===== src/hw/rtl/peak_hold_decay_meter_defines.svh =====
// assertion macros for the peak hold decay meter
// used by the top level; no other dependencies
`ifndef PEAK_HOLD_DECAY_METER_DEFINES_SVH
`define PEAK_HOLD_DECAY_METER_DEFINES_SVH

`ifndef SYNTH

// clocked assertion, off while reset is active
`define PHDM_ASSERT(lbl, clk, rst_n, prop, msg) \
	lbl: assert property (@(posedge clk) disable iff (!rst_n) prop) else $error(msg);

// clocked assertion, checked during reset too
`define PHDM_ASSERT_ALWAYS(lbl, clk, prop, msg) \
	lbl: assert property (@(posedge clk) prop) else $error(msg);

`else

`define PHDM_ASSERT(lbl, clk, rst_n, prop, msg)
`define PHDM_ASSERT_ALWAYS(lbl, clk, prop, msg)

`endif

`endif


===== src/hw/rtl/phdm_pkg.sv =====
// shared types, codes and widths for the peak hold decay meter
// no dependencies
`default_nettype none

package phdm_pkg;

	// field and register widths
	localparam int SAMPLE_BITS_DEF = 24;
	localparam int AGE_W           = 32;
	localparam int HOLD_W          = 24;
	localparam int INTERVAL_W      = 24;
	localparam int FACTOR_W        = 16;
	localparam int BLEN_W          = 16;
	localparam int KIND_W          = 2;
	localparam int CFG_IDX_W       = 2;
	localparam int CFG_DATA_W      = 24;
	localparam int DIV_CNT_W       = $clog2(AGE_W);

	// register reset values
	localparam logic [HOLD_W-1:0]     HOLD_RST     = 24'd0;
	localparam logic [INTERVAL_W-1:0] INTERVAL_RST = 24'd4800;
	localparam logic [FACTOR_W-1:0]   FACTOR_RST   = 16'd58982;

	// input item kinds
	typedef enum logic [KIND_W-1:0] {
		KIND_SAMPLE = 2'd0,
		KIND_EOB    = 2'd1,
		KIND_CLEAR  = 2'd2
	} kind_t;

	// configuration register indexes
	typedef enum logic [CFG_IDX_W-1:0] {
		CFG_HOLD     = 2'd0,
		CFG_INTERVAL = 2'd1,
		CFG_FACTOR   = 2'd2
	} cfg_idx_t;

	// controller states
	typedef enum logic [1:0] {
		ST_IDLE,
		ST_AGE,
		ST_DIV,
		ST_FIN
	} state_t;

	// controller to datapath commands
	typedef struct packed {
		logic take_sample;
		logic take_clear;
		logic take_eob;
		logic start_decay;
		logic div_step;
		logic finish;
	} cmd_t;

	// datapath to controller status
	typedef struct packed {
		logic decay_needed;
		logic div_last;
		logic out_free;
	} stat_t;

endpackage

`default_nettype wire


===== src/hw/rtl/peak_hold_decay_meter.sv =====
// peak hold decay meter: sample and clear items are accepted back to back while idle.
// an end-of-block item holds the input through the age check, the 32-step
// restoring remainder unit when a decay step runs, and the finish state, which
// waits for a free output slot; its result is held in an output register.
// async active-low reset clears peak, block max and age and loads config defaults.
`default_nettype none

`include "peak_hold_decay_meter_defines.svh"

module peak_hold_decay_meter
	import phdm_pkg::*;
#(
	parameter int SAMPLE_BITS = SAMPLE_BITS_DEF
) (
	input  logic                          clk,
	input  logic                          arst_n,
	input  logic                          cfg_we,
	input  logic [CFG_IDX_W-1:0]          cfg_index,
	input  logic [CFG_DATA_W-1:0]         cfg_data,
	input  logic                          in_valid,
	output logic                          in_ready,
	input  logic [KIND_W-1:0]             kind,
	input  logic signed [SAMPLE_BITS-1:0] sample,
	input  logic [BLEN_W-1:0]             block_length,
	output logic                          out_valid,
	input  logic                          out_ready,
	output logic [SAMPLE_BITS-1:0]        peak_level,
	output logic [AGE_W-1:0]              samples_since_peak
);

	cmd_t  cmd;
	stat_t stat;

	// controller
	phdm_ctrl u_ctrl (
		.clk      (clk),
		.arst_n   (arst_n),
		.in_valid (in_valid),
		.kind     (kind),
		.in_ready (in_ready),
		.stat     (stat),
		.cmd      (cmd)
	);

	// datapath
	phdm_datapath #(
		.SAMPLE_BITS (SAMPLE_BITS)
	) u_datapath (
		.clk                (clk),
		.arst_n             (arst_n),
		.cfg_we             (cfg_we),
		.cfg_index          (cfg_index),
		.cfg_data           (cfg_data),
		.sample             (sample),
		.block_length       (block_length),
		.cmd                (cmd),
		.stat               (stat),
		.out_ready          (out_ready),
		.out_valid          (out_valid),
		.peak_level         (peak_level),
		.samples_since_peak (samples_since_peak)
	);

	// sequencer commands never overlap
	`PHDM_ASSERT_ALWAYS(a_cmd_onehot, clk, $onehot0({cmd.take_eob, cmd.start_decay, cmd.div_step, cmd.finish}), "overlapping sequencer commands")
	// no remainder step while input is open
	`PHDM_ASSERT(a_no_step_ready, clk, arst_n, in_ready |-> !cmd.div_step, "remainder step while ready")
	// remainder unit runs right after the decay load
	`PHDM_ASSERT(a_div_follows, clk, arst_n, cmd.start_decay |=> cmd.div_step, "remainder unit did not start")
	// result written only into a free output slot
	`PHDM_ASSERT(a_finish_free, clk, arst_n, cmd.finish |-> stat.out_free, "result overwrote pending transfer")

endmodule

`default_nettype wire


===== src/hw/rtl/phdm_ctrl.sv =====
// controller state machine for the peak hold decay meter
// depends on phdm_pkg
`default_nettype none

module phdm_ctrl
	import phdm_pkg::*;
(
	input  logic              clk,
	input  logic              arst_n,
	input  logic              in_valid,
	input  logic [KIND_W-1:0] kind,
	output logic              in_ready,
	input  stat_t             stat,
	output cmd_t              cmd
);

	state_t state_q;
	state_t state_nxt;

	// state register
	always_ff @(posedge clk or negedge arst_n) begin
		if (!arst_n) begin
			state_q <= ST_IDLE;
		end else begin
			state_q <= state_nxt;
		end
	end

	// next state and commands
	always_comb begin
		state_nxt = state_q;
		in_ready  = 1'b0;
		cmd       = '0;
		case (state_q)
			ST_IDLE: begin
				in_ready = 1'b1;
				if (in_valid) begin
					case (kind_t'(kind))
						KIND_SAMPLE: cmd.take_sample = 1'b1;
						KIND_CLEAR:  cmd.take_clear  = 1'b1;
						KIND_EOB: begin
							cmd.take_eob = 1'b1;
							state_nxt    = ST_AGE;
						end
						default: ;
					endcase
				end
			end
			ST_AGE: begin
				if (stat.decay_needed) begin
					cmd.start_decay = 1'b1;
					state_nxt       = ST_DIV;
				end else begin
					state_nxt = ST_FIN;
				end
			end
			ST_DIV: begin
				cmd.div_step = 1'b1;
				if (stat.div_last) begin
					state_nxt = ST_FIN;
				end
			end
			ST_FIN: begin
				if (stat.out_free) begin
					cmd.finish = 1'b1;
					state_nxt  = ST_IDLE;
				end
			end
			default: state_nxt = ST_IDLE;
		endcase
	end

endmodule

`default_nettype wire


===== src/hw/rtl/phdm_datapath.sv =====
// datapath of the peak hold decay meter: config, peak state, decay multiply,
// restoring remainder unit and output register; depends on phdm_pkg
`default_nettype none

module phdm_datapath
	import phdm_pkg::*;
#(
	parameter int SAMPLE_BITS = SAMPLE_BITS_DEF
) (
	input  logic                          clk,
	input  logic                          arst_n,
	input  logic                          cfg_we,
	input  logic [CFG_IDX_W-1:0]          cfg_index,
	input  logic [CFG_DATA_W-1:0]         cfg_data,
	input  logic signed [SAMPLE_BITS-1:0] sample,
	input  logic [BLEN_W-1:0]             block_length,
	input  cmd_t                          cmd,
	output stat_t                         stat,
	input  logic                          out_ready,
	output logic                          out_valid,
	output logic [SAMPLE_BITS-1:0]        peak_level,
	output logic [AGE_W-1:0]              samples_since_peak
);

	localparam int PROD_W = SAMPLE_BITS + FACTOR_W;

	logic [HOLD_W-1:0]      hold_q;
	logic [INTERVAL_W-1:0]  interval_q;
	logic [FACTOR_W-1:0]    factor_q;
	logic [SAMPLE_BITS-1:0] peak_q;
	logic [SAMPLE_BITS-1:0] bmax_q;
	logic [AGE_W-1:0]       age_q;
	logic [AGE_W-1:0]       work_age_q;
	logic [INTERVAL_W-1:0]  rem_q;
	logic [AGE_W-1:0]       dvd_q;
	logic [DIV_CNT_W-1:0]   cnt_q;
	logic                   out_valid_q;
	logic [SAMPLE_BITS-1:0] out_peak_q;
	logic [AGE_W-1:0]       out_age_q;

	logic [SAMPLE_BITS-1:0] raw;
	logic [SAMPLE_BITS-1:0] mag;
	logic [AGE_W:0]         age_sum;
	logic [AGE_W-1:0]       age_sat;
	logic [INTERVAL_W-1:0]  interval_eff;
	logic [AGE_W-1:0]       hold_ext;
	logic [AGE_W-1:0]       after;
	logic [PROD_W-1:0]      prod;
	logic [INTERVAL_W:0]    rem_sh;
	logic [INTERVAL_W:0]    rem_sub;
	logic [INTERVAL_W-1:0]  rem_nxt;
	logic                   new_peak;

	// sample magnitude, most negative value maps to 2^(n-1)
	assign raw = sample;
	assign mag = raw[SAMPLE_BITS-1] ? (~raw + SAMPLE_BITS'(1)) : raw;

	// saturating age after adding the block length
	assign age_sum = {1'b0, age_q} + (AGE_W + 1)'(block_length);
	assign age_sat = age_sum[AGE_W] ? {AGE_W{1'b1}} : age_sum[AGE_W-1:0];

	// decay decision, zero interval acts as one
	assign interval_eff      = (interval_q == '0) ? INTERVAL_W'(1) : interval_q;
	assign hold_ext          = AGE_W'(hold_q);
	assign after             = work_age_q - hold_ext;
	assign stat.decay_needed = (work_age_q > hold_ext) && (after >= AGE_W'(interval_eff));

	// decay multiply, q0.16 factor, truncated
	assign prod = PROD_W'(peak_q) * PROD_W'(factor_q);

	// one restoring step of the remainder unit
	assign rem_sh  = {rem_q, dvd_q[AGE_W-1]};
	assign rem_sub = rem_sh - {1'b0, interval_eff};
	assign rem_nxt = (rem_sh >= {1'b0, interval_eff}) ? rem_sub[INTERVAL_W-1:0]
	                                                  : rem_sh[INTERVAL_W-1:0];
	assign stat.div_last = (cnt_q == '0);

	assign new_peak      = bmax_q > peak_q;
	assign stat.out_free = !out_valid_q || out_ready;

	// configuration registers
	always_ff @(posedge clk or negedge arst_n) begin
		if (!arst_n) begin
			hold_q     <= HOLD_RST;
			interval_q <= INTERVAL_RST;
			factor_q   <= FACTOR_RST;
		end else if (cfg_we) begin
			case (cfg_idx_t'(cfg_index))
				CFG_HOLD:     hold_q     <= cfg_data[HOLD_W-1:0];
				CFG_INTERVAL: interval_q <= cfg_data[INTERVAL_W-1:0];
				CFG_FACTOR:   factor_q   <= cfg_data[FACTOR_W-1:0];
				default: ;
			endcase
		end
	end

	// held peak, block maximum and age
	always_ff @(posedge clk or negedge arst_n) begin
		if (!arst_n) begin
			peak_q <= '0;
			bmax_q <= '0;
			age_q  <= '0;
		end else begin
			if (cmd.take_sample && (mag > bmax_q)) begin
				bmax_q <= mag;
			end
			if (cmd.take_clear) begin
				peak_q <= '0;
				age_q  <= '0;
			end
			if (cmd.start_decay) begin
				peak_q <= prod[PROD_W-1:FACTOR_W];
			end
			if (cmd.finish) begin
				bmax_q <= '0;
				if (new_peak) begin
					peak_q <= bmax_q;
					age_q  <= '0;
				end else begin
					age_q <= work_age_q;
				end
			end
		end
	end

	// working age and remainder unit
	always_ff @(posedge clk) begin
		if (cmd.take_eob) begin
			work_age_q <= age_sat;
		end
		if (cmd.start_decay) begin
			rem_q <= '0;
			dvd_q <= after;
			cnt_q <= DIV_CNT_W'(AGE_W - 1);
		end
		if (cmd.div_step) begin
			rem_q <= rem_nxt;
			dvd_q <= {dvd_q[AGE_W-2:0], 1'b0};
			cnt_q <= cnt_q - DIV_CNT_W'(1);
			if (stat.div_last) begin
				work_age_q <= hold_ext + AGE_W'(rem_nxt);
			end
		end
	end

	// output register
	always_ff @(posedge clk or negedge arst_n) begin
		if (!arst_n) begin
			out_valid_q <= 1'b0;
		end else if (cmd.finish) begin
			out_valid_q <= 1'b1;
		end else if (out_ready) begin
			out_valid_q <= 1'b0;
		end
	end

	always_ff @(posedge clk) begin
		if (cmd.finish) begin
			out_peak_q <= new_peak ? bmax_q : peak_q;
			out_age_q  <= new_peak ? '0 : work_age_q;
		end
	end

	assign out_valid          = out_valid_q;
	assign peak_level         = out_peak_q;
	assign samples_since_peak = out_age_q;

endmodule

`default_nettype wire

===== config.mk =====
export PLATFORM = sky130hd
export DESIGN_NAME = peak_hold_decay_meter
export DESIGN_NICKNAME = d
export VERILOG_FILES = /design/src/hw/rtl/phdm_pkg.sv /design/src/hw/rtl/peak_hold_decay_meter.sv /design/src/hw/rtl/phdm_ctrl.sv /design/src/hw/rtl/phdm_datapath.sv
export VERILOG_INCLUDE_DIRS = /design/src /design/src/hw/rtl
export SDC_FILE = /design/constraint.sdc
export NUM_CORES = 2
export LEC_CHECK = 0
export BUFFER_PORTS_ARGS = -buffer_cell sky130_fd_sc_hd__buf_2
export CAP_MARGIN = 10
export CORE_MARGIN = 1
export CORE_UTILIZATION = 37
export DETAILED_ROUTE_END_ITERATION = 16
export GPL_ROUTABILITY_DRIVEN = 0
export RECOVER_POWER = 100
export SLEW_MARGIN = 10
export SYNTH_ARGS = -nofsm -noshare
export SYNTH_HDL_FRONTEND = slang
export SYNTH_SLANG_ARGS = --single-unit

===== constraint.sdc =====
create_clock -name clk -period 7.4 [get_ports clk]
set_input_delay 2.22 -clock clk [delete_from_list [all_inputs] [get_ports clk]]
set_output_delay 2.22 -clock clk [all_outputs]
set_load 0.01 [all_outputs]

==> results.py <==
metrics = {
    "finish": {
        "area.growth.synth_to_final_pct": 9.41,
        "final_cell_mix": "inv_1, nand2_1, fa_1",
        "most_common_cell_after_layout_fill_and_taps_aside": "inv_1",
        "num-nets-final": 4124,
        "layout.filler_cells": 8284,
        "share_of_layout_cells_above_drive_strength_1_pct": 8.07,
    },
    "route": {
        "detail_route.vias_per_cell": 5.25,
        "top_signal_layer_used": "met4",
        "routed-wl-met2_mm": 38.1,
        "routed_wirelength_mm": 86.3,
        "ant_nets_after_route": 0,
        "drtIter0Drc": 1609,
        "drt_drc_violations_left": 0,
        "avgRoutedWirePerCell_um": 18.9,
        "vias_after_detailed_routing": 24000,
        "drtPass1Iterations": 5,
        "met3_length_mm": 4.17,
        "met1_length_mm": 42.5,
    },
    "logic_synthesis": {
        "synthCells": 3382,
        "yosys_warnings": 0,
        "async_flop_share_pct": 49.7,
        "synth_area_mm2": 0.0310,
        "seq_area_frac_synth_pct": 25.3,
        "main_combinational_cell_family_by_area_after_synthesis": "adder cells",
        "fraction_of_synthesized_area_in_multiplexers_pct": 1.69,
        "synth_simple_gate_area_share_pct": 16.1,
        "synth_adder_area_share_pct": 31.1,
        "synth_area_per_cell_um2": 9.16,
        "postSynthRegisterBits": 296,
        "synthXorXnorAreaFrac_pct": 3.34,
        "synth_compound_area_share_pct": 14.5,
        "synth_cell_type_count": 85,
        "synthFlopType": "dfrtp_1",
        "postSynthNetCount": 4039,
        "synth_edf_count": 116,
    },
    "timing": {
        "fin_crit_sh_pct": 95.2,
        "clock.fmax_ghz": 0.142,
        "final_max_slew_viol_count": 378,
        "hold_viol_final": 0,
        "grt_setup_unrepaired": "no",
        "number_of_setup_violations_in_the_final_report": 0,
        "max_slew.worst_pin.slew_ns": 4.13,
        "fin_setup_tns_ns": 0,
        "skew_ns": 0.0426,
        "slew_headroom_pct": -176,
        "period_needed_ns": 7.05,
    },
    "setup_path": {
        "timing_worst_setup_path_type": "flip-flop to flip-flop",
        "data_required_time_at_the_worst_endpoint_ns": 7.78,
        "worstPathArrival_ns": 7.43,
        "critical_path.max_fanout": 11,
        "worstSetupStartpointType": "flip-flop",
        "critical_path.endpoint_type": "flip-flop",
    },
    "place": {
        "hpwlAfterDp_mm": 68.6,
        "io_buffer_count": 130,
    },
    "clocking": {
        "clk-insertion-delay-late_ns": 0.57,
        "cts.sink_count": 296,
        "ctsLongestPathBuffers": 3,
        "cts_tree": "done",
        "cts_hold_repair.buffers": 0,
        "clk_pin_slew_worst_paths_ns": 0.06,
        "numCtsBuffers": 36,
        "htree_levels": 2,
        "clk_root_buffer_cell": "clkbuf_16",
        "cts_setup_buffers": 0,
    },
    "outcome": {
        "violations_in_the_final_reports": "capacitance limit, slew limit",
        "run_status": "finished with violations",
    },
    "grt": {
        "grt_start_max_net_pins": 82,
        "grt_overall_usage_pct": 20.8,
        "grt.overflow.total": 0,
        "first_global_vias": 24400,
        "grt_antenna_before_repair": 2,
        "grt_pass1_wl_mm": 139,
    },
    "floorplanning": {
        "die_width_um": 291,
        "design.die.area_mm2": 0.0849,
        "start_util_pct": 37.5,
        "dieHeight_um": 291,
        "design.portCount": 131,
        "core.rowCount": 105,
        "core-area_mm2": 0.0825,
    },
    "run": {
        "max_cap_viol_count": 7,
    },
    "worst_hold_path": {
        "worstHoldPathType": "flip-flop to flip-flop",
    },
}
==> worst paths after layout <==
| kind | start | endpoint | slack, ns | cells past startpoint |
|---|---|---|---|---|
| setup / recovery | u_datapath.peak_q[4] | u_datapath.peak_q[19] | 0.35 | 22 |
| hold / removal | u_datapath.dvd_q[13] | u_datapath.dvd_q[14] | 0.50 | 2 |
| setup reg to reg | u_datapath.peak_q[4] | u_datapath.peak_q[19] | 0.35 | 22 |
| hold reg to reg | u_datapath.dvd_q[13] | u_datapath.dvd_q[14] | 0.50 | 2 |
| max in group asynchronous | arst_n | u_datapath.interval_q[14] | 1.58 | 2 |
| min in group asynchronous | arst_n | u_datapath.age_q[18] | 3.10 | 1 |
==> cell families after synthesis <==
kind of cell / count (synthesis)
compound gates: 659
xor+xnor: 118
fa+ha+maj: 584
buf+inv: 655
flops: 296
mux: 47
simple gates: 1023
==> metrics by stage <==
step	instance area (um^2)	hold WS [ns]	util, %	setup WS (ns)	cells
floorplan	31000	0.474	-	0.875	3382
global placement	33000	0.495	40.0	0.185	4499
detailed placement	33000	0.496	40.0	0.200	4499
CTS	34100	0.515	41.3	0.177	4564
global route	33900	0.530	41.1	0.0374	4564
finish	33900	0.503	41.1	0.352	4566
==> synth_stat cells (all sizes together), types with 8 or more instances <==
| cell type | n | area, um^2 |
|---|---|---|
| inv | 494 | 1850 |
| nand2 | 452 | 1700 |
| fa | 309 | 6190 |
| ha | 275 | 3440 |
| and2 | 219 | 1370 |
| o21ai | 192 | 972 |
| clkbuf | 144 | 541 |
| dfrtp | 134 | 3350 |
| a21oi | 117 | 586 |
| edfxtp | 116 | 3480 |
| nor2 | 95 | 357 |
| xnor2 | 80 | 701 |
| a21o | 63 | 473 |
| nand3 | 48 | 245 |
| mux2 | 42 | 473 |
| a211oi | 38 | 290 |
| xor2 | 38 | 333 |
| nand4 | 37 | 231 |
| nor3 | 36 | 185 |
| dfxtp | 33 | 661 |
| a22o | 32 | 280 |
| o211ai | 31 | 233 |
| o221ai | 27 | 305 |
| nand2b | 24 | 150 |
| nor2b | 24 | 150 |
| o21a | 24 | 180 |
| and3 | 23 | 144 |
| o31ai | 22 | 184 |
| or3 | 20 | 125 |
| buf | 16 | 90.1 |
| nor4 | 16 | 106 |
| o21bai | 16 | 120 |
| dfstp | 13 | 342 |
| a2111oi | 11 | 118 |
| a31o | 8 | 70.1 |
| a31oi | 8 | 50.1 |
==> final cells by class <==
| cell class | count | area [um^2] | share of cell area (%) |
|---|---|---|---|
| Multi-Input combinational cell | 2431 | 20600 | 60.9 |
| Sequential cell | 296 | 7840 | 23.1 |
| Inverter | 495 | 1860 | 5.48 |
| Tap cell | 1070 | 1340 | 3.95 |
| Timing Repair Buffer | 207 | 1120 | 3.30 |
| Clock buffer | 47 | 972 | 2.87 |
| Clock inverter | 18 | 121 | 0.358 |
| Antenna cell | 2 | 5.00 | 0.0148 |
==> metal layers <==
layer	up-vias	GRT usage, %
met4	0	4.87
met5	-	0
met1	11900	30.9
li1	11500	-
met3	95	2.69
met2	541	32.0
==> critical path, cell delays in order (launching register included) <==
cell and delay (ns):
dfrtp_1 0.59, and2_1 0.27, fa_1 0.53, inv_1 0.06
fa_1 0.46, fa_1 0.46, fa_1 0.51, inv_1 0.06
fa_1 0.54, inv_1 0.06, fa_1 0.53, inv_1 0.04
ha_1 0.32, nand3_1 0.11, nor2_1 0.17, a2111oi_1 0.13
a2111oi_1 0.63, o2111ai_2 0.25, and2_1 0.25, a21oi_1 0.37
nor4b_1 0.10, a311oi_1 0.33, o221ai_2 0.15
==> repair_timing <==
action | 4_1_cts | 5_1_grt
endpoints found under the hold margin | 0 | 0
setup endpoints to repair | 0 | 10
gates resized for setup | 0 | 4
==> sequential cells by signal, summed over array words and instances (netlist names), 32 cells and up <==
name                           flops
u_datapath.age_q                  32
u_datapath.dvd_q                  32
u_datapath.samples_since_peak     32
u_datapath.work_age_q             32
Power is not shown: default switching activity piles up to over one toggle a cycle in this logic, so the estimate is an artifact.
